<file path="config.mk">
export PLATFORM = sky130hd
export DESIGN_NAME = pht_hash
export DESIGN_NICKNAME = d
export VERILOG_FILES = /design/src/rtl/path_hash_table_insert_macros.svh /design/src/rtl/pht_pkg.sv /design/src/rtl/pht_hash.sv
export SDC_FILE = /design/constraint.sdc
export NUM_CORES = 1
export LEC_CHECK = 0
export ABC_AREA = 1
export BUFFER_PORTS_ARGS = -buffer_cell sky130_fd_sc_hd__buf_4
export CORE_MARGIN = 4
export CORE_UTILIZATION = 50
export CTS_CLUSTER_SIZE = 30
export DETAILED_ROUTE_END_ITERATION = 10
export PLACE_DENSITY = 0.7
export SYNTH_ARGS = -nofsm -noshare
export SYNTH_HDL_FRONTEND = slang
export SYNTH_SLANG_ARGS = --single-unit
</file>
<file path="constraint.sdc">
create_clock -name clk_i -period 2.9 [get_ports clk_i]
set_clock_uncertainty 0.1 [all_clocks]
set_input_delay 0 -clock clk_i [delete_from_list [all_inputs] [get_ports clk_i]]
set_output_delay 0 -clock clk_i [all_outputs]
set_load 0.02 [all_outputs]
</file>
<file path="src/rtl/path_hash_table_insert_macros.svh">
// Assertion macros for the path hash table insert block.
// Used by the top level; relies on clk_i and rst_ni in the including module.
`ifndef PATH_HASH_TABLE_INSERT_MACROS_SVH
`define PATH_HASH_TABLE_INSERT_MACROS_SVH

`ifndef SYNTHESIS
// checked property, off while reset is held
`define PHT_ASSERT(lbl, prop, msg) \
  lbl: assert property (@(posedge clk_i) disable iff (!rst_ni) prop) else $error(msg);
// checked property, also during reset
`define PHT_ASSERT_NR(lbl, prop, msg) \
  lbl: assert property (@(posedge clk_i) prop) else $error(msg);
`else
`define PHT_ASSERT(lbl, prop, msg)
`define PHT_ASSERT_NR(lbl, prop, msg)
`endif

`endif

</file>
<file path="src/rtl/pht_pkg.sv">
// Shared types and constants of the path hash table insert block.
// No dependencies; imported by pht_hash and path_hash_table_insert.
`default_nettype none

package pht_pkg;

  localparam int unsigned HASH_W   = 32;
  localparam int unsigned INODE_W  = 16;
  localparam int unsigned SLOT_W   = 16;
  localparam int unsigned PROBE_W  = 17;
  localparam int unsigned SHIFT_W  = 5;

  localparam logic [HASH_W-1:0]  HASH_SEED   = 32'd5381;
  localparam logic [INODE_W-1:0] EMPTY_SLOT  = 16'hffff;
  localparam logic [SHIFT_W-1:0] SHIFT_RESET = 5'd16;

  // result status codes
  typedef enum logic [1:0] {
    ST_INSERTED = 2'd0,
    ST_FULL     = 2'd1,
    ST_CLEARED  = 2'd2
  } pht_status_e;

  // control from the sequencer to the hash unit
  typedef struct packed {
    logic load;  // update the running hash this cycle
    logic seed;  // load the seed instead of the next hash
  } pht_hash_ctrl_t;

  // one djb2 step: h*33 + sign-extended byte
  function automatic logic [HASH_W-1:0] djb2_step(input logic [HASH_W-1:0] h,
                                                 input logic [7:0] b);
    logic [HASH_W-1:0] ext;
    ext = {{(HASH_W-8){b[7]}}, b};
    return (h << 5) + h + ext;
  endfunction

endpackage

`default_nettype wire

</file>
<file path="src/rtl/pht_hash.sv">
// Running djb2 hash register of the path hash table insert block.
// Depends on pht_pkg.
`default_nettype none

module pht_hash
  import pht_pkg::*;
(
  input  wire logic                  clk_i,
  input  wire logic                  rst_ni,
  input  wire pht_hash_ctrl_t        ctrl_i,
  input  wire logic [7:0]            byte_i,
  output      logic [HASH_W-1:0]     hash_o
);

  logic [HASH_W-1:0] hash_q, hash_d;

  // next hash with the current byte folded in
  assign hash_o = djb2_step(hash_q, byte_i);

  always_comb begin
    hash_d = hash_q;
    if (ctrl_i.load) begin
      hash_d = ctrl_i.seed ? HASH_SEED : hash_o;
    end
  end

  always_ff @(posedge clk_i or negedge rst_ni) begin
    if (!rst_ni) begin
      hash_q <= HASH_SEED;
    end else begin
      hash_q <= hash_d;
    end
  end

endmodule

`default_nettype wire

</file>
Yosys cells after proc, flatten, opt, wreduce, memory -nomap -nowiden. Index checks and enable logic that the tools add are counted.

Register bits after elaboration: 32. Latch bits: 0. Bits in writable memories: 0. ROM bits: 0. Input port bits: 12. Word-level logic and storage cells: 4. Memories: 0.

Add/subtract/negate cells: 2. Multiply operators: 0. Divide/modulo/power cells: 0. Magnitude comparators: 0. Eq/ne operators: 0. Shift operators: 0. Mux-type cells: 1. Bitwise logic cells: 0. Reduce and logical (&&, ||, !) cells: 0.

Operator list (number): 32-bit adder (2); 32-bit two-way mux (1).

Depth between registers and ports, before layout.
Depth in word-level cells: 3. Gate-level depth with buffers: 15. Gate-level depth less buffers: 15.

Least setup slack after synthesis. Ideal clock, no wire load.

Kind: register -> register. From: reg hash_q[0]. To: reg hash_q[14]. Library setup time: 0.066 ns. Arrival: 2.460 ns. Slack: 0.275 ns. Cell stages (with the launch flop): 14. Clock period less this slack: 2.625 ns. Cell sequence: dfstp_2 -> inv_1 -> fa_1 -> inv_1 -> ha_1 -> nand2_2 -> nor2_2 -> nand2_1 -> nand3_2 -> nand2_1 -> nand2_2 -> xor2_1 -> nand2_1 -> nand2_1.

Word-level cells in the longest chain between the ends: 3.

RTL lines: start: declaration (line pht_hash.sv:15) `logic [HASH_W-1:0] hash_q, hash_d;`; start signal: assignment (line pht_hash.sv:31) `hash_q <= hash_d;`; 32-bit adder (2 in series) (line pht_pkg.sv:35) `return (h << 5) + h + ext;`; net hash_o[14] (line pht_hash.sv:12) `output logic [HASH_W-1:0] hash_o`; 32-bit two-way mux (line pht_hash.sv:23) `hash_d = ctrl_i.seed ? HASH_SEED : hash_o;`.

The timed path passes the listed nets, and every way through them passes these cells. A chain may end at the register's enable or synchronous reset.

Worst setup path after layout.
From: reg hash_q[8]. To: out hash_o[21].

Word-level cells in the longest chain between the ends: 2.

RTL lines (line): 32-bit adder (2 in series) (pht_pkg.sv:35); end: declaration (pht_hash.sv:12).

No other way between the ends.

==> flow_summary.toml <==
[outcome]
outcome = "complete, but fails checks"
violations = "setup timing"

[grt]
grt_max_degree = 33
track_usage_pct = 25.02
grt_pass1_vias = 4042
grt_overflow = 0
antenna_found_initial = 0
grt_pass1_wl_um = 19490

[critical_path]
rr_endpoint = "hash_q[16]$_DFFE_PN0P_"
ff2ff_setup_slack_ns = 0.19
worst_ep_arrival_time_ns = 2.81
path_cells = "fa_1, ha_4, nand2_1, nand2_2, inv_1, nand2_1, nand2_1, nand3b_1, nand2_1, nand2_1, nand2_1, and2_4, buf_6"
worst-path-max-fanout = 4
cp_slowest_cell = "dfstp_2"
cp_common_cell = "nand2_1"
worstReg2RegStart = "hash_q[0]$_DFFE_PN1P_"
start_kind = "flip-flop"
critPathCaptureType = "output pin"
worstPathRequired_ns = 2.80
critPathLaunch = "hash_q[8]$_DFFE_PN1P_"
cpPeakStageDelay_ns = 0.60
reg2reg_depth = 15
crit_type = "reg2out"

[clocking]
cts-root-buf = "clkbuf_8"
clk_path_buf_depth = 2
worstSkewPairLatency_ns = 0.29
cts.clk_slew.worst_paths_ns = 0.08
htreeDepth = 2
numCtsBuffers = 5
cts_tree = "yes"
numClockSinks = 32

[die]
core_mm2 = 0.007888
chipWidth_um = 98.97
core.rowCount = 32
dieArea_mm2 = 0.009795
start_util_pct = 52.46
die_h_um = 98.97
io_pins = 44

[sta]
maxSlewHeadroom_pct = 61.90
post-route-period-util_pct = 100.4
slew_violations = 0
worst_slack_ns = -0.01129
period_needed_ns = 2.911
rsz0062_at_grt = "true"
hold_viol_final = 0
setup_viol = 2
timing.fmax_mhz = 343.5
whs_ns = 0.03473
worst_pin_slew_ns = 0.5706

[logic_synthesis]
ys_ff_latch = 32
synth_compound_area_share_pct = 4.627
yosysUniqueCellTypes = 28
synth-simple-area-share_pct = 37.04
synth_fa_ha_area_share_pct = 23.65
ys_seq_area_share_pct = 19.50
synthXorXnorAreaFrac_pct = 3.961
synthCells = 637
syn-mean-instance-area_um2 = 6.496
syn_nets = 711
synth_top_family_by_area = "simple AND/OR/NAND/NOR gates"
netlist_area_mm2 = 0.004138
yosys_warnings = 0
synthMuxAreaShare_pct = 0

[layout]
stdcell_count = 801
antenna_cells = 0
drive_above_1_share_pct = 27.32
fillerInstances = 695
largest-register = "hash_q"
top_regs = "hash_q (32)"
largest_reg_flops = 32
area_delta_synth_final_pct = 29.15
nets = 772

[drt]
drt_iter0_drc = 178
ant_nets = 0
drt_pass1_iterations = 4
drc = 0
wl_um = 12300
routed_via_density = 5.156
vias = 4130
wl_per_cell_um = 15.36

[hold_path]
hold_end = "hash_q[0]$_DFFE_PN1P_"
hold_depth = 4
min_path_type = "in2reg"
hp-start = "byte_i[0]"

[placement]
hpwlAfterDp_um = 9499
gp_congestion = 0.9329
port_buffers = 43
dpl.cell_count = 782
dp_slack_ns = 0.1500

[run]
max-cap-violations = 0
## cell usage in the layout (no fill, tap or decap), drive strengths merged
cell / synthesis / routed
a21o: 1 / 1
a21oi: 20 / 20
a22o: 3 / 3
and2: 16 / 16
buf: 2 / 56
bufinv: 0 / 1
clkbuf: 2 / 5
clkinv: 0 / 1
clkinvlp: 0 / 1
dfrtp: 27 / 27
dfstp: 5 / 5
dlygate4sd3: 0 / 2
fa: 27 / 27
ha: 35 / 35
inv: 119 / 119
nand2: 264 / 264
nand3: 36 / 36
nand3b: 6 / 6
nor2: 42 / 42
nor3: 4 / 4
o21ai: 7 / 7
o21bai: 1 / 1
o22a: 1 / 1
o22ai: 1 / 1
or2: 1 / 1
xnor2: 5 / 5
xor2: 12 / 12
## worst max-delay path, delay by kind of cell (launching register included)
family / cells / cell delay (ns)
adders and majority gates: 2 / 0.81
buffers and inverters: 2 / 0.18
and+or+nand+nor: 9 / 0.93
DFF: 1 / 0.60
## final cells by class
cell class / instances / area (um2) / share of cell area, %
Sequential cell: 32 / 813.3 / 15.22
Clock buffer: 5 / 68.82 / 1.288
Tap cell: 102 / 127.6 / 2.388
Inverter: 119 / 446.7 / 8.359
Timing Repair Buffer: 58 / 524.3 / 9.810
Multi-Input combinational cell: 482 / 3321 / 62.14
Clock inverter: 3 / 42.54 / 0.7961
## worst max-delay path by stage
stage	endpoint	cells past startpoint	slack, ns
2_1_floorplan	hash_q[14]$_DFFE_PN0P_	13	0.27
3_3_place_gp	hash_o[24]	15	0.22
3_5_place_dp	hash_o[24]	15	0.15
4_1_cts	hash_o[30]	15	-0.004
5_1_grt	hash_o[18]	12	-0.13
6_report	hash_o[21]	13	-0.01
## kinds of logic after synthesis
logic type / Yosys count
and+or+nand+nor: 369
DFF: 32
buffers and inverters: 123
xor gates and xnor gates: 17
adders and majority gates: 62
AOI/OAI and AO/OA: 34
## what timing repair did
action	4_1_cts	5_1_grt
pin swaps	5	38
resized for setup	22	123
buffers inserted	2	7
endpoints found under the setup margin	20	24
hold buffers	2	0
hold endpoints to repair	37	0
## routing by layer
| layer | global-route usage, % | vias up | part of all wire [%] |
|---|---|---|---|
| met2 | 37.55 | 107 | 44 |
| met3 | 5.874 | 19 | 7.1 |
| met5 | 0 | - | 0 |
| met4 | 5.042 | 0 | 1.5 |
| li1 | - | 2047 | - |
| met1 | 36.83 | 1957 | 48 |
## synthesized netlist by cell type
cell type	number	area share [%]
nand2_1	259	23
inv_1	118	11
nor2_1	38	3.4
ha_1	35	11
nand3_1	34	4.1
dfrtp_1	27	16
fa_1	27	13
a21oi_1	20	2.4
and2_1	16	2.4
xor2_1	10	2.1
o21ai_0	7	0.85
nand3b_1	6	1.1
dfstp_2	5	3.2
nand2_2	5	0.76
xnor2_1	5	1.1
nor2_2	4	0.60
nor3_1	4	0.48
a22o_1	3	0.64
buf_2	2	0.24
clkbuf_1	2	0.18
nand3_2	2	0.48
xor2_2	2	0.79
a21o_1	1	0.18
inv_2	1	0.091
o21bai_1	1	0.18
o22a_1	1	0.21
o22ai_1	1	0.15
or2_1	1	0.15
## metrics by stage
step / utilization [%] / area (um2) / TNS (ns)
final: 67.75 / 5344 / -0.01646
after detailed placement: 58.49 / 4613 / 0
after CTS: 61.60 / 4858 / -0.006576
after floorplan: - / 4138 / 0
after global placement: 58.49 / 4613 / 0
after global routing: 67.75 / 5344 / -1.500
Power is not shown: default switching activity piles up to over one toggle a cycle in this logic, so the estimate is an artifact.
